**src/sv/strict_utf8_decoder_with_location_macros.svh**
```systemverilog
// Assertion macros for the decoder control module.
// Each macro expects i_clk and i_rst_n in the scope where it is used.
`ifndef STRICT_UTF8_DECODER_WITH_LOCATION_MACROS_SVH
`define STRICT_UTF8_DECODER_WITH_LOCATION_MACROS_SVH
`ifndef SYNTHESIS
`define SUDL_ASSERT(lbl, prop, msg) \
    lbl: assert property (@(posedge i_clk) disable iff (!i_rst_n) (prop)) else $error(msg);
`define SUDL_ASSERT_IMP(lbl, ante, cons, msg) \
    lbl: assert property (@(posedge i_clk) disable iff (!i_rst_n) (ante) |-> (cons)) \
        else $error(msg);
`define SUDL_ASSERT_NXT(lbl, ante, cons, msg) \
    lbl: assert property (@(posedge i_clk) disable iff (!i_rst_n) (ante) |=> (cons)) \
        else $error(msg);
`else
`define SUDL_ASSERT(lbl, prop, msg)
`define SUDL_ASSERT_IMP(lbl, ante, cons, msg)
`define SUDL_ASSERT_NXT(lbl, ante, cons, msg)
`endif
`endif

```
**src/sv/sudl_pkg.sv**
```systemverilog
package sudl_pkg;

    localparam int LOC_BITS  = 32;
    localparam int LOC_CNT_W = $clog2(LOC_BITS);
    localparam logic [LOC_BITS-1:0] LOC_MAX = '1;

    // Configuration register indexes
    localparam logic CFG_TAB_WIDTH = 1'b0;
    localparam logic CFG_MODE      = 1'b1;

    typedef enum logic [1:0] {
        S_IDLE,
        S_CHECK,
        S_OUT,
        S_TAB
    } t_state;

    typedef enum logic [3:0] {
        K_PRINT   = 4'd0,
        K_LF      = 4'd1,
        K_TAB     = 4'd2,
        K_CRLF    = 4'd3,
        K_LONE_CR = 4'd4,
        K_CONTROL = 4'd5,
        K_MULTI   = 4'd6,
        K_INC1    = 4'd7,
        K_INC2    = 4'd8,
        K_INC3    = 4'd9,
        K_SURR    = 4'd10,
        K_BOM     = 4'd11,
        K_END     = 4'd12
    } t_kind;

    // Location step applied after a result is delivered
    typedef enum logic [2:0] {
        ADV_NONE,
        ADV_CHAR,
        ADV_NL1,
        ADV_NL2,
        ADV_TAB
    } t_adv;

    typedef struct packed {
        logic        vld;
        t_kind       kind;
        logic [20:0] cp;
        t_adv        adv;
    } t_emit;

    typedef struct packed {
        logic load;
        logic advance;
        logic tab_start;
        logic tab_apply;
        logic slot;
    } t_cmd;

    typedef struct packed {
        logic slot0_vld;
        logic slot1_vld;
        logic cur_tab;
        logic rem_done;
    } t_status;

endpackage

```
**src/sv/sudl_rem.sv**
```systemverilog
module sudl_rem (
    input  logic                         i_clk,
    input  logic                         i_rst_n,
    input  logic                         i_start,
    input  logic [sudl_pkg::LOC_BITS-1:0] i_dividend,
    input  logic [4:0]                   i_divisor,
    output logic                         o_done,
    output logic [4:0]                   o_rem
);

    logic [sudl_pkg::LOC_BITS-1:0]  r_acc;
    logic [4:0]                     r_div;
    logic [4:0]                     r_rem;
    logic [sudl_pkg::LOC_CNT_W-1:0] r_cnt;
    logic                           r_busy;
    logic                           r_done;
    logic [5:0]                     shifted;
    logic [5:0]                     diff;

    // One quotient bit per cycle, most significant first
    assign shifted = {r_rem, r_acc[sudl_pkg::LOC_BITS-1]};
    assign diff    = shifted - {1'b0, r_div};

    always_ff @(posedge i_clk) begin
        if (!i_rst_n) begin
            r_busy <= 1'b0;
            r_done <= 1'b0;
            r_cnt  <= '0;
        end else begin
            r_done <= 1'b0;
            if (i_start) begin
                r_busy <= 1'b1;
                r_cnt  <= sudl_pkg::LOC_CNT_W'(sudl_pkg::LOC_BITS - 1);
            end else if (r_busy) begin
                if (r_cnt == '0) begin
                    r_busy <= 1'b0;
                    r_done <= 1'b1;
                end else begin
                    r_cnt <= r_cnt - 1'b1;
                end
            end
        end
    end

    always_ff @(posedge i_clk) begin
        if (i_start) begin
            r_acc <= i_dividend;
            r_div <= i_divisor;
            r_rem <= '0;
        end else if (r_busy) begin
            r_acc <= {r_acc[sudl_pkg::LOC_BITS-2:0], 1'b0};
            r_rem <= (shifted >= {1'b0, r_div}) ? diff[4:0] : shifted[4:0];
        end
    end

    assign o_done = r_done;
    assign o_rem  = r_rem;

endmodule

```
**src/sv/sudl_dpath.sv**
```systemverilog
module sudl_dpath (
    input  logic              i_clk,
    input  logic              i_rst_n,
    input  logic [7:0]        i_in_byte,
    input  logic              i_end,
    input  logic              i_cfg_we,
    input  logic              i_cfg_index,
    input  logic [4:0]        i_cfg_data,
    input  sudl_pkg::t_cmd    i_cmd,
    output sudl_pkg::t_status o_status,
    output logic [3:0]        o_kind,
    output logic [20:0]       o_cp,
    output logic [31:0]       o_line,
    output logic [31:0]       o_col
);

    localparam int LB  = sudl_pkg::LOC_BITS;
    localparam int LW1 = sudl_pkg::LOC_BITS + 1;

    localparam logic [7:0] B_TAB       = 8'h09;
    localparam logic [7:0] B_LF        = 8'h0a;
    localparam logic [7:0] B_CR        = 8'h0d;
    localparam logic [7:0] B_SPACE     = 8'h20;
    localparam logic [7:0] B_TILDE     = 8'h7e;
    localparam logic [7:0] B_DEL       = 8'h7f;
    localparam logic [7:0] B_CONT_LO   = 8'h80;
    localparam logic [7:0] B_CONT_HI   = 8'hbf;
    localparam logic [7:0] B_E0_LO     = 8'ha0;
    localparam logic [7:0] B_F0_LO     = 8'h90;
    localparam logic [7:0] B_F4_HI     = 8'h8f;
    localparam logic [7:0] B_LEAD_MIN  = 8'hc2;
    localparam logic [7:0] B_LEAD_3    = 8'he0;
    localparam logic [7:0] B_LEAD_4    = 8'hf0;
    localparam logic [7:0] B_LEAD_MAX  = 8'hf4;
    localparam logic [20:0] CP_SURR_LO = 21'h00d800;
    localparam logic [20:0] CP_SURR_HI = 21'h00dfff;
    localparam logic [20:0] CP_BOM     = 21'h00feff;

    function automatic sudl_pkg::t_emit no_emit();
        sudl_pkg::t_emit e;
        e.vld  = 1'b0;
        e.kind = sudl_pkg::K_PRINT;
        e.cp   = '0;
        e.adv  = sudl_pkg::ADV_NONE;
        return e;
    endfunction

    function automatic sudl_pkg::t_emit mk_emit(input sudl_pkg::t_kind k,
                                                input logic [20:0] cp,
                                                input sudl_pkg::t_adv a);
        sudl_pkg::t_emit e;
        e.vld  = 1'b1;
        e.kind = k;
        e.cp   = cp;
        e.adv  = a;
        return e;
    endfunction

    function automatic sudl_pkg::t_emit fresh_emit(input logic [7:0] b);
        sudl_pkg::t_emit e;
        e = mk_emit(sudl_pkg::K_PRINT, {13'd0, b}, sudl_pkg::ADV_CHAR);
        if (b >= B_SPACE && b <= B_TILDE) begin
            e.kind = sudl_pkg::K_PRINT;
        end else if (b == B_LF) begin
            e.kind = sudl_pkg::K_LF;
            e.adv  = sudl_pkg::ADV_NL1;
        end else if (b == B_TAB) begin
            e.kind = sudl_pkg::K_TAB;
            e.adv  = sudl_pkg::ADV_TAB;
        end else if (b == B_CR) begin
            e = no_emit();
        end else if (b < B_SPACE || b == B_DEL) begin
            e.kind = sudl_pkg::K_CONTROL;
        end else if (b >= B_LEAD_MIN && b <= B_LEAD_MAX) begin
            e = no_emit();
        end else begin
            e.kind = sudl_pkg::K_INC1;
            e.cp   = '0;
        end
        return e;
    endfunction

    function automatic sudl_pkg::t_kind inc_kind(input logic [1:0] taken);
        sudl_pkg::t_kind k;
        case (taken)
            2'd1:    k = sudl_pkg::K_INC1;
            2'd2:    k = sudl_pkg::K_INC2;
            default: k = sudl_pkg::K_INC3;
        endcase
        return k;
    endfunction

    function automatic logic [LB-1:0] sat_add(input logic [LB-1:0] x, input logic [1:0] k);
        logic [LB:0] sum;
        sum = {1'b0, x} + LW1'(k);
        return sum[LB] ? sudl_pkg::LOC_MAX : sum[LB-1:0];
    endfunction

    logic [4:0]      r_tab_width;
    logic            r_mode;
    logic [7:0]      r_lead,    n_lead;
    logic [1:0]      r_taken,   n_taken;
    logic [20:0]     r_partial, n_partial;
    logic            r_cr,      n_cr;
    logic [LB-1:0]   r_line;
    logic [LB-1:0]   r_col;
    sudl_pkg::t_emit r_emit0,   r_emit1;

    sudl_pkg::t_emit pre_e, main_e, cur;
    logic            fr_cr, fr_lead;
    logic [20:0]     fr_partial;
    logic [7:0]      lo, hi;
    logic [1:0]      new_taken, total;
    logic [20:0]     new_partial;

    logic [4:0]      tw_eff;
    logic [LB-1:0]   col_m1, tab_base;
    logic [LB:0]     tab_sum;
    logic [LB-1:0]   tab_col;
    logic            rem_done;
    logic [4:0]      rem;
    logic [63:0]     line64, col64;

    // Effect of a byte decoded from scratch on the decode state
    always_comb begin
        fr_cr   = (i_in_byte == B_CR);
        fr_lead = (i_in_byte >= B_LEAD_MIN) && (i_in_byte <= B_LEAD_MAX);
        if (i_in_byte < B_LEAD_3) begin
            fr_partial = {16'd0, i_in_byte[4:0]};
        end else if (i_in_byte < B_LEAD_4) begin
            fr_partial = {17'd0, i_in_byte[3:0]};
        end else begin
            fr_partial = {18'd0, i_in_byte[2:0]};
        end
    end

    always_comb begin
        lo = B_CONT_LO;
        hi = B_CONT_HI;
        if (r_taken == 2'd1) begin
            if (r_lead == B_LEAD_3) begin
                lo = B_E0_LO;
            end else if (r_lead == B_LEAD_4) begin
                lo = B_F0_LO;
            end else if (r_lead == B_LEAD_MAX) begin
                hi = B_F4_HI;
            end
        end
        new_partial = {r_partial[14:0], i_in_byte[5:0]};
        new_taken   = r_taken + 2'd1;
        // A four-byte sequence completes when the 2-bit count wraps to zero
        if (r_lead < B_LEAD_3) begin
            total = 2'd2;
        end else if (r_lead < B_LEAD_4) begin
            total = 2'd3;
        end else begin
            total = 2'd0;
        end
    end

    // Plan up to two results for the incoming beat
    always_comb begin
        n_lead    = r_lead;
        n_taken   = r_taken;
        n_partial = r_partial;
        n_cr      = r_cr;
        pre_e     = no_emit();
        main_e    = no_emit();
        if (i_end) begin
            if (r_cr) begin
                pre_e = mk_emit(sudl_pkg::K_LONE_CR, {13'd0, B_CR}, sudl_pkg::ADV_NL1);
            end else if (r_taken != 2'd0) begin
                pre_e = mk_emit(inc_kind(r_taken), '0, sudl_pkg::ADV_CHAR);
            end
            main_e    = mk_emit(sudl_pkg::K_END, '0, sudl_pkg::ADV_NONE);
            n_cr      = 1'b0;
            n_taken   = '0;
            n_lead    = '0;
            n_partial = '0;
        end else if (r_cr || (r_taken != 2'd0 && (i_in_byte < lo || i_in_byte > hi))) begin
            if (r_cr && i_in_byte == B_LF) begin
                pre_e = mk_emit(sudl_pkg::K_CRLF, '0, sudl_pkg::ADV_NL2);
                n_cr  = 1'b0;
            end else begin
                if (r_cr) begin
                    pre_e = mk_emit(sudl_pkg::K_LONE_CR, {13'd0, B_CR}, sudl_pkg::ADV_NL1);
                end else begin
                    pre_e = mk_emit(inc_kind(r_taken), '0, sudl_pkg::ADV_CHAR);
                end
                main_e    = fresh_emit(i_in_byte);
                n_cr      = fr_cr;
                n_taken   = fr_lead ? 2'd1 : 2'd0;
                n_lead    = fr_lead ? i_in_byte : 8'd0;
                n_partial = fr_lead ? fr_partial : 21'd0;
            end
        end else if (r_taken != 2'd0) begin
            if (new_taken == total) begin
                if (total == 2'd3 && new_partial >= CP_SURR_LO &&
                    new_partial <= CP_SURR_HI) begin
                    main_e = mk_emit(sudl_pkg::K_SURR, '0, sudl_pkg::ADV_CHAR);
                end else if (total == 2'd3 && new_partial == CP_BOM) begin
                    main_e = mk_emit(sudl_pkg::K_BOM, '0, sudl_pkg::ADV_CHAR);
                end else begin
                    main_e = mk_emit(sudl_pkg::K_MULTI, new_partial, sudl_pkg::ADV_CHAR);
                end
                n_taken   = '0;
                n_lead    = '0;
                n_partial = '0;
            end else begin
                n_taken   = new_taken;
                n_partial = new_partial;
            end
        end else begin
            main_e    = fresh_emit(i_in_byte);
            n_cr      = fr_cr;
            n_taken   = fr_lead ? 2'd1 : 2'd0;
            n_lead    = fr_lead ? i_in_byte : 8'd0;
            n_partial = fr_lead ? fr_partial : 21'd0;
        end
    end

    always_ff @(posedge i_clk) begin
        if (!i_rst_n) begin
            r_lead    <= '0;
            r_taken   <= '0;
            r_partial <= '0;
            r_cr      <= 1'b0;
            r_emit0   <= no_emit();
            r_emit1   <= no_emit();
        end else if (i_cmd.load) begin
            r_lead    <= n_lead;
            r_taken   <= n_taken;
            r_partial <= n_partial;
            r_cr      <= n_cr;
            // Pack so that slot 0 always holds the first result
            r_emit0   <= pre_e.vld ? pre_e : main_e;
            r_emit1   <= pre_e.vld ? main_e : no_emit();
        end
    end

    assign cur = i_cmd.slot ? r_emit1 : r_emit0;

    assign tw_eff   = (r_tab_width == 5'd0) ? 5'd1 : r_tab_width;
    assign col_m1   = (r_col == '0) ? '0 : r_col - 1'b1;
    assign tab_base = col_m1 - LB'(rem);
    assign tab_sum  = {1'b0, tab_base} + LW1'(1) + LW1'(tw_eff);
    assign tab_col  = tab_sum[LB] ? sudl_pkg::LOC_MAX : tab_sum[LB-1:0];

    sudl_rem u_rem (
        .i_clk      (i_clk),
        .i_rst_n    (i_rst_n),
        .i_start    (i_cmd.tab_start),
        .i_dividend (col_m1),
        .i_divisor  (tw_eff),
        .o_done     (rem_done),
        .o_rem      (rem)
    );

    always_ff @(posedge i_clk) begin
        if (!i_rst_n) begin
            r_tab_width <= 5'd4;
            r_mode      <= 1'b0;
            r_line      <= LB'(1);
            r_col       <= LB'(1);
        end else begin
            if (i_cmd.advance) begin
                case (cur.adv)
                    sudl_pkg::ADV_CHAR,
                    sudl_pkg::ADV_TAB: begin
                        r_col <= sat_add(r_col, 2'd1);
                    end
                    sudl_pkg::ADV_NL1,
                    sudl_pkg::ADV_NL2: begin
                        if (r_mode) begin
                            r_col <= sat_add(r_col, (cur.adv == sudl_pkg::ADV_NL2) ? 2'd2 : 2'd1);
                        end else begin
                            r_line <= sat_add(r_line, 2'd1);
                            r_col  <= LB'(1);
                        end
                    end
                    default: begin
                    end
                endcase
            end
            if (i_cmd.tab_apply) begin
                r_col <= tab_col;
            end
            if (i_cfg_we) begin
                case (i_cfg_index)
                    sudl_pkg::CFG_TAB_WIDTH: begin
                        r_tab_width <= i_cfg_data;
                    end
                    sudl_pkg::CFG_MODE: begin
                        r_mode <= i_cfg_data[0];
                        r_line <= i_cfg_data[0] ? LB'(0) : LB'(1);
                        r_col  <= LB'(1);
                    end
                    default: begin
                    end
                endcase
            end
        end
    end

    assign o_status.slot0_vld = r_emit0.vld;
    assign o_status.slot1_vld = r_emit1.vld;
    assign o_status.cur_tab   = (cur.adv == sudl_pkg::ADV_TAB) && !r_mode;
    assign o_status.rem_done  = rem_done;

    assign line64 = 64'(r_line);
    assign col64  = 64'(r_col);
    assign o_kind = cur.kind;
    assign o_cp   = cur.cp;
    assign o_line = r_mode ? 32'd0 : line64[31:0];
    assign o_col  = col64[31:0];

endmodule

```
**src/sv/sudl_ctrl.sv**
```systemverilog
`include "strict_utf8_decoder_with_location_macros.svh"

module sudl_ctrl (
    input  logic              i_clk,
    input  logic              i_rst_n,
    input  logic              i_in_valid,
    output logic              o_in_ready,
    output logic              o_out_valid,
    input  logic              i_out_ready,
    output logic              o_out_last,
    output sudl_pkg::t_cmd    o_cmd,
    input  sudl_pkg::t_status i_status
);

    sudl_pkg::t_state r_state, n_state;
    logic             r_slot,  n_slot;
    logic             more;

    // Another result follows the one in slot 0
    assign more = !r_slot && i_status.slot1_vld;

    always_ff @(posedge i_clk) begin
        if (!i_rst_n) begin
            r_state <= sudl_pkg::S_IDLE;
            r_slot  <= 1'b0;
        end else begin
            r_state <= n_state;
            r_slot  <= n_slot;
        end
    end

    always_comb begin
        n_state = r_state;
        n_slot  = r_slot;
        case (r_state)
            sudl_pkg::S_IDLE: begin
                if (i_in_valid) begin
                    n_state = sudl_pkg::S_CHECK;
                    n_slot  = 1'b0;
                end
            end
            sudl_pkg::S_CHECK: begin
                n_state = i_status.slot0_vld ? sudl_pkg::S_OUT : sudl_pkg::S_IDLE;
            end
            sudl_pkg::S_OUT: begin
                if (i_out_ready) begin
                    if (i_status.cur_tab) begin
                        n_state = sudl_pkg::S_TAB;
                    end else if (more) begin
                        n_slot = 1'b1;
                    end else begin
                        n_state = sudl_pkg::S_IDLE;
                    end
                end
            end
            sudl_pkg::S_TAB: begin
                if (i_status.rem_done) begin
                    if (more) begin
                        n_slot  = 1'b1;
                        n_state = sudl_pkg::S_OUT;
                    end else begin
                        n_state = sudl_pkg::S_IDLE;
                    end
                end
            end
            default: begin
                n_state = sudl_pkg::S_IDLE;
            end
        endcase
    end

    always_comb begin
        o_in_ready      = (r_state == sudl_pkg::S_IDLE);
        o_out_valid     = (r_state == sudl_pkg::S_OUT);
        o_out_last      = !more;
        o_cmd.load      = (r_state == sudl_pkg::S_IDLE) && i_in_valid;
        o_cmd.advance   = (r_state == sudl_pkg::S_OUT) && i_out_ready && !i_status.cur_tab;
        o_cmd.tab_start = (r_state == sudl_pkg::S_OUT) && i_out_ready && i_status.cur_tab;
        o_cmd.tab_apply = (r_state == sudl_pkg::S_TAB) && i_status.rem_done;
        o_cmd.slot      = r_slot;
    end

    `SUDL_ASSERT(a_one_at_a_time, !(o_in_ready && o_out_valid), "input taken while result pending")
    `SUDL_ASSERT_IMP(a_rem_in_tab, i_status.rem_done, r_state == sudl_pkg::S_TAB, "stray tab done")
    `SUDL_ASSERT_IMP(a_slot1_valid, o_out_valid && r_slot, i_status.slot1_vld, "empty second slot")
    `SUDL_ASSERT_NXT(a_load_check, o_cmd.load, r_state == sudl_pkg::S_CHECK, "load not followed by check")

endmodule

```
**src/sv/strict_utf8_decoder_with_location.sv**
```systemverilog
// Strict UTF-8 decoder with line/column tracking.
// Input stream: one beat per source byte on s_axis; tuser set marks end of
// input (tdata ignored), which flushes a pending sequence or CR and yields
// an end result. Output stream: zero, one or two results per input beat on
// m_axis, tlast set on the final result caused by that beat.
// Configuration: i_cfg_we writes tab width (index 0) or location mode
// (index 1) in the same cycle; write only while the block is idle.
// Sequencing: one input beat is handled at a time. A beat with no result is
// loaded and checked, then the block is idle again; each result is held until
// m_axis_tready is high. A tab in line mode also waits for the bit-serial
// remainder unit that finds the current tab stop.
// Reset: decode state clears, tab width 4, line mode, location line 1
// column 1. A stalled receiver holds the current result and the location
// frozen; no new input beat is taken until all its results are delivered.
module strict_utf8_decoder_with_location (
    input  logic        i_clk,
    input  logic        i_rst_n,
    input  logic        s_axis_tvalid,
    output logic        s_axis_tready,
    input  logic [7:0]  s_axis_tdata,   // in_byte
    input  logic        s_axis_tuser,   // end_of_input
    output logic        m_axis_tvalid,
    input  logic        m_axis_tready,
    output logic [95:0] m_axis_tdata,   // char_kind, code_point, start_line, start_column, zeros
    output logic        m_axis_tlast,
    input  logic        i_cfg_we,
    input  logic        i_cfg_index,
    input  logic [4:0]  i_cfg_data
);

    sudl_pkg::t_cmd    cmd;
    sudl_pkg::t_status status;
    logic [3:0]        kind;
    logic [20:0]       cp;
    logic [31:0]       line;
    logic [31:0]       col;

    sudl_ctrl u_ctrl (
        .i_clk       (i_clk),
        .i_rst_n     (i_rst_n),
        .i_in_valid  (s_axis_tvalid),
        .o_in_ready  (s_axis_tready),
        .o_out_valid (m_axis_tvalid),
        .i_out_ready (m_axis_tready),
        .o_out_last  (m_axis_tlast),
        .o_cmd       (cmd),
        .i_status    (status)
    );

    sudl_dpath u_dpath (
        .i_clk       (i_clk),
        .i_rst_n     (i_rst_n),
        .i_in_byte   (s_axis_tdata),
        .i_end       (s_axis_tuser),
        .i_cfg_we    (i_cfg_we),
        .i_cfg_index (i_cfg_index),
        .i_cfg_data  (i_cfg_data),
        .i_cmd       (cmd),
        .o_status    (status),
        .o_kind      (kind),
        .o_cp        (cp),
        .o_line      (line),
        .o_col       (col)
    );

    assign m_axis_tdata = {7'd0, col, line, cp, kind};

endmodule

```
**config.mk**
```make
export PLATFORM = sky130hd
export DESIGN_NAME = strict_utf8_decoder_with_location
export DESIGN_NICKNAME = d
export VERILOG_FILES = /design/src/sv/sudl_pkg.sv /design/src/sv/sudl_rem.sv /design/src/sv/sudl_dpath.sv /design/src/sv/sudl_ctrl.sv /design/src/sv/strict_utf8_decoder_with_location.sv
export VERILOG_INCLUDE_DIRS = /design/src /design/src/sv
export SDC_FILE = /design/constraint.sdc
export NUM_CORES = 1
export LEC_CHECK = 0
export BUFFER_PORTS_ARGS = -buffer_cell sky130_fd_sc_hd__buf_4
export CORE_MARGIN = 2
export CORE_UTILIZATION = 55
export CTS_CLUSTER_DIAMETER = 60
export DETAILED_ROUTE_END_ITERATION = 8
export MAX_ROUTING_LAYER = met4
export PLACE_DENSITY = 0.74
export SYNTH_ARGS = -nofsm -noshare
export SYNTH_HDL_FRONTEND = slang
export SYNTH_SLANG_ARGS = --single-unit
```
**constraint.sdc**
```tcl
create_clock -name i_clk -period 14.9 [get_ports i_clk]
set_input_delay 0.745 -clock i_clk [delete_from_list [all_inputs] [get_ports i_clk]]
set_output_delay 0.745 -clock i_clk [all_outputs]
set_load 0.01 [all_outputs]
```
==> impl_metrics.toml, run 1 <==
[critical_path]
regToRegSetupSlack_ps = 8620
required_ps = 15360
reg2reg_from = "u_dpath.o_col[0]"
cp-endpoint = "u_dpath.o_col[11]"
r2r-end = "u_dpath.o_col[11]"
criticalPathCategory = "reg2reg"
crit_path_max_fanout = 34
startpoint_type = "flop"
endpoint_kind = "flop"
cp.arrival_ps = 6740
ff2ff_path_depth = 25
timing.critical_path.from = "u_dpath.o_col[0]"

[outcome]
status = "complete, but fails checks"
violations = "design-rule violations"

[clock_tree]
clk_latency_ps = 550
ctsRootBufferMaster = "clkbuf_16"
clkTransAtPathRegs_ps = 60
cts_resized = 0
clock_path_buffers = 3
htree_levels = 1
cts_tree = "yes"
postCtsHoldBufs = 0
cts_sinks = 206
cts-buffers-inserted = 25
post_cts_buffers = 0

[flow_run]
drv_cap = 0

[sta]
rsz0062_at_grt = "no"
fin_ws_ps = 8620
clock.fmax_mhz = 159
hold_viol = 0
slew_headroom_pct = 17.7
drv_slew = 0
tns_ps = 0
finalClockSkew_ps = 16.3
finalCritPeriodShare_pct = 42.1
tightestPinTransition_ps = 1230
finalSetupViolCount = 0
whs_ps = 416
post-route-min-period_ps = 6280

[synth]
synth-xor-area-share_pct = 4.88
yosysSeqAreaShare_pct = 30.6
yosysUniqueCellTypes = 99
synth_top_family_by_area = "simple AND/OR/NAND/NOR gates"
ys_ff_latch = 206
yosys.area_share.simple_pct = 28.6
ys.flop_type = "dfxtp_1"
ys_warn_count = 0
synthMuxAreaShare_pct = 3.02
synth_async_sr_flop_share_pct = 0
syn_area_um2 = 14700
synth_fa_ha_area_share_pct = 3.10
synth_compound_area_share_pct = 24.3
syn_avg_cell_area_um2 = 7.78
synth_edf_count = 37
synthCells = 1891

[grt]
grt.overflow.total = 0
grt_pass1_wl_um = 75300
grtUsageTotal_pct = 34.0
grt_pass1_vias = 13800
grt_max_degree = 104
antenna_found_initial = 0

[route]
ant_nets = 0
drc = 4
via_per_inst = 6.53
wl_um = 47400
dr.pass1.iters = 8
via_count = 14800
drt_first_iter_violations = 1531
wl_per_cell_um = 20.9

[die]
die_h_um = 168
die_area_um2 = 28100
io_pins = 119
rows = 59
fp.coreArea_um2 = 26100
initial_core_util_pct = 56.3
die_w_um = 168

[hold_path]
hp-class = "in2reg"
min_from = "i_cfg_data[2]"

[power]
peakVddDrop_v = 0.0000750
p_per_area_nw_per_um2 = 81.9
leakagePower_nw = 6.12

[cells_and_area]
final_common_cell = "nand2_1"
nNetsFinal = 1963
drive_gt1_share_pct = 14.3
final_cell_mix = "nand2_1, dfxtp_1, nor2_1"
synthToLayoutAreaGrowth_pct = 11.1
stdcell_area_um2 = 16300
diodes = 0

[place]
dp_hpwl_um = 33800
preCtsSetupSlack_ps = 8700
gp_congestion = 0.987
placed_cell_area_um2 = 15500
numPortBuffers = 111
sequential cells by signal (all words and copies together), names as in the netlist:
register	cells
u_ctrl.r_slot	1
u_ctrl.r_state	2
u_dpath.o_col	32
u_dpath.o_status	2
u_dpath.r_cr	1
u_dpath.r_emit0	28
u_dpath.r_emit1	28
u_dpath.r_lead	8
u_dpath.r_line	32
u_dpath.r_mode	1
u_dpath.r_partial	15
u_dpath.r_tab_width	5
u_dpath.r_taken	2
u_dpath.u_rem.o_done	1
u_dpath.u_rem.o_rem	5
u_dpath.u_rem.r_acc	32
u_dpath.u_rem.r_busy	1
u_dpath.u_rem.r_cnt	5
u_dpath.u_rem.r_div	5
critical path: stages (launching register included):
cell      delay (ps)
dfxtp_1          420
inv_1            180
ha_1             170
nor4b_1          460
and3_1           280
nand3_1          100
buf_4            260
nand2_1          150
ha_1             180
inv_1             60
fa_1             520
inv_1             70
fa_1             440
inv_1             80
a21oi_1           70
o21bai_1         200
a21oi_1          120
a221oi_1         310
and4_1           360
nand2_1           80
nor4_1           490
nand3_2          210
o31a_1           320
buf_4            240
nor2b_1          190
a211oi_1         210
stage by stage:
stage               utilization (%)  std cells  power [W]
floorplan                         -       1897   0.000708
global placement               59.5       2217   0.000754
detailed placement             59.5       2217   0.000754
CTS                            62.5       2263    0.00134
global route                   62.5       2263    0.00138
finish                         62.5       2263    0.00134
how the worst min path moves through the flow:
stage                             endpoint  cells after the start  slack, ps
floorplan               u_dpath.r_line[30]                      1        440
global route        u_dpath.r_tab_width[2]                      3        420
finish              u_dpath.r_tab_width[2]                      3        420
global placement       u_dpath.r_emit1[24]                      2        450
detailed placement     u_dpath.r_emit1[13]                      1        460
CTS                 u_dpath.r_tab_width[2]                      3        400
metal layers:
| metal | global-route usage, % | routed length (µm) | vias up | share of wire [%] |
|---|---|---|---|---|
| met5 | - | 0 | - | 0 |
| met4 | 14.5 | 1920 | 0 | 4.0 |
| met3 | 5.11 | 3720 | 114 | 7.8 |
| met2 | 52.9 | 21500 | 667 | 45 |
| met1 | 44.1 | 20200 | 7018 | 43 |
| li1 | - | - | 6978 | - |
cell usage after synthesis (all sizes together), types with 16 or more instances:
cell type	instances	share of area, %
nand2	178	4.6
clkbuf	118	3.0
xor2	27	1.6
a21oi	123	4.2
a21boi	18	0.92
a221oi	20	1.2
or3	16	0.75
a211oi	29	1.6
a31oi	32	1.4
nor2b	97	4.1
ha	30	2.6
o22ai	19	0.81
nand3	61	2.1
nand4	34	1.6
buf	29	1.1
xnor2	55	3.3
nor2	155	4.0
and3	40	1.7
a22oi	47	2.4
nor3	62	2.3
nor4	32	1.7
inv	50	1.3
o21ai	127	4.3
and2	23	0.98
mux2	35	2.7
edfxtp	37	7.6
dfxtp	169	23
or2	25	1.1
where the power goes:
part	total, W	switching, W	internal [W]
Combinational	0.000168	0.000107	0.0000611
Clock	0.000592	0.000259	0.000332
Sequential	0.000578	0.00000669	0.000571
logic make-up (layout without fill, tap and decap cells):
group,count (synthesis),count (layout)
other cells,1,7
mux,40,40
compound gates,542,542
flops,206,206
simple gates,788,788
buf+inv,198,229
xor+xnor,82,82
fa+ha+maj,34,34
area by class of cell:
| cell class | count | area (µm²) |
|---|---|---|
| Clock inverter | 13 | 93.8 |
| Timing Repair Buffer | 132 | 991 |
| Tap cell | 335 | 419 |
| Multi-Input combinational cell | 1493 | 9450 |
| Clock buffer | 33 | 696 |
| Sequential cell | 206 | 4490 |
| Inverter | 51 | 191 |
| Fill cell | 2376 | 9800 |
No activity file was read; power rests on OpenSTA's default activity.
==> inputs of run 2 (changes only) <==
PLACE_DENSITY = 0.77   (was 0.74)
clock period = 5.53 ns   (was 14.9 ns; I/O delays follow)
==> run 2 against run 1 <==
  * The flow still finishes with violations (design-rule violations)
  * Global-route usage up 0.22 points
  * Critical path depth shrank 6
  * Worst setup slack worse by 8400 ps
  * Clock power rose to 2.6 times the previous value
  * Non-clock buffer count up 53
  * Clock-buffer cell count decreased by 5
  * Power rose to 2.7 times the previous value
  * Combinational power rose to 2.8 times the previous value
  * Die area is the same
  * Largest power group is now registers
==> impl_metrics.toml, run 2 (synthesis gave the netlist of run 1 again) <==
[die]
fp.coreArea_um2 = 26100
die_w_um = 168
rows = 59
initial_core_util_pct = 56.3
die_h_um = 168
io_pins = 119
die_area_um2 = 28100

[sta]
rsz0062_at_grt = "yes"
hold_viol = 0
finalSetupViolCount = 0
whs_ps = 13.7
finalCritPeriodShare_pct = 95.3
finalClockSkew_ps = 9.53
tightestPinTransition_ps = 1080
post-route-min-period_ps = 5270
slew_headroom_pct = 27.6
tns_ps = 0
drv_slew = 0
clock.fmax_mhz = 190

[place]
gp_congestion = 1.02
placed_cell_area_um2 = 15900
numPortBuffers = 111
dp_cells = 2266
dp_hpwl_um = 34400

[route]
ant_nets = 0
wl_um = 48100
drc = 5
drt_first_iter_violations = 1667
via_count = 15200
via_per_inst = 6.57
dr.pass1.iters = 8
wl_per_cell_um = 20.8

[critical_path]
endpoint_kind = "flop"
slowest_delay_ps = 570
reg2reg_from = "u_dpath.o_col[14]"
regToRegSetupSlack_ps = 260
r2r-end = "u_dpath.o_col[11]"
criticalPathCategory = "reg2reg"
crit_path_max_fanout = 24
critical_path.slowest_cell = "or3_1"
startpoint_type = "flop"
required_ps = 5980
cp.arrival_ps = 5720
path_cells = "nor4_4 > buf_4 > nand4_4 > nor3_2 > nor2_1 > ha_1 > nor2b_1 > o2111a_1 > or3_1 > a21oi_1 > a2bb2oi_1 > and4_4 > nand2_1 > nor4_4 > nand3_2 > o31a_1 > buf_4 > nor2b_1 > a211oi_1"
ff2ff_path_depth = 19

[clock_tree]
cts-buffers-inserted = 23
clk_latency_ps = 530
htree_levels = 1
cts_sinks = 206
post_cts_buffers = 0
cts_tree = "yes"
clkTransAtPathRegs_ps = 60
clock_path_buffers = 3
ctsRootBufferMaster = "clkbuf_16"

[cells_and_area]
final_cell_mix = "buf_4, nand2_1, dfxtp_1"
stdcell_area_um2 = 16800
final_util_pct = 64.1
stdcell_count = 2312
diodes = 0
nNetsFinal = 2014
synthToLayoutAreaGrowth_pct = 14.0
n_fill_cell = 2312
drive_gt1_share_pct = 16.5
final_common_cell = "buf_4"

[grt]
grt_pass1_vias = 14200
grt.overflow.total = 0
grt_pass1_wl_um = 76400
antenna_found_initial = 0
grtUsageTotal_pct = 34.2
grt_max_degree = 104

[power]
pwr-share-comb_pct = 13.2
p_int_w = 0.00259
clkPwrFrac_pct = 43.1
p_per_area_nw_per_um2 = 212
seq_power_share_pct = 43.7
swShare_pct = 27.1
leakagePower_nw = 6.37
peakVddDrop_v = 0.000216
p_switching_w = 0.000966

[hold_path]
worstHoldPathCells = 3
whs_endpoint = "u_dpath.r_tab_width[1]"
min_from = "i_cfg_data[1]"
hp-class = "in2reg"

[outcome]
status = "complete, but fails checks"
violations = "design-rule violations"

[flow_run]
drv_cap = 0
run 2: cell types whose count changed in the layout (fill, tap and decap cells not counted), sizes merged:
cell         before  now
buf             132  181
bufinv            0    2
clkbuf           33   28
clkinv            8    9
dlygate4sd3       0    4
inv              54   52
run 2: timing repair:
| action | in CTS | in global routing |
|---|---|---|
| gates resized for setup | 0 | 8 |
| hold buffers | 4 | 0 |
| setup endpoints to repair | 0 | 26 |
| endpoints found under the hold margin | 4 | 0 |
run 2: area by class of cell:
type                            instances  area (µm²)  area share [%]
Multi-Input combinational cell       1493        9510            56.8
Sequential cell                       206        4490            26.8
Timing Repair Buffer                  185        1400            8.35
Clock buffer                           28         604            3.61
Tap cell                              335         419            2.50
Inverter                               51         191            1.14
Clock inverter                         14         141           0.843
run 2: stage by stage:
stage	setup WS, ps	total power (W)
floorplan	37.7	0.00191
global placement	399	0.00204
detailed placement	189	0.00204
CTS	169	0.00356
global route	-15.4	0.00368
finish	262	0.00356
run 2: worst max path at each step:
stage | slack [ps] | to | depth (start not counted) | from
2_1_floorplan | 40 | u_dpath.o_col[30] | 25 | u_dpath.o_col[15]
3_3_place_gp | 400 | u_dpath.o_col[30] | 23 | u_dpath.o_col[0]
3_5_place_dp | 190 | u_dpath.o_col[11] | 24 | u_dpath.o_col[0]
4_1_cts | 170 | u_dpath.o_col[11] | 24 | u_dpath.o_col[0]
5_1_grt | -20 | u_dpath.o_col[11] | 24 | u_dpath.o_col[0]
6_report | 260 | u_dpath.o_col[11] | 19 | u_dpath.o_col[14]
run 2: critical path: cells and delay by family, from the launching register on:
kind	cells	cell delay, ps
adder cells (fa/ha/maj)	1	280
AND/OR/NAND/NOR	11	2640
flip-flops	1	460
buffers and inverters	2	440
AO/OA/AOI/OAI	5	1350
run 2: layer usage:
layer / global-route usage [%] / wire length, µm
met2: 52.9 / 21900
met4: 10.3 / 1230
met5: - / 0
met3: 6.24 / 4250
met1: 45.7 / 20700
run 2: power groups by stage:
| stage | combinational, W | clock [W] | sequential (W) |
|---|---|---|---|
| floorplan | 0.000329 | 0 | 0.00158 |
| global placement | 0.000451 | 0 | 0.00159 |
| detailed placement | 0.000453 | 0 | 0.00159 |
| CTS | 0.000458 | 0.00155 | 0.00155 |
| global route | 0.000508 | 0.00162 | 0.00156 |
| finish | 0.000470 | 0.00153 | 0.00155 |
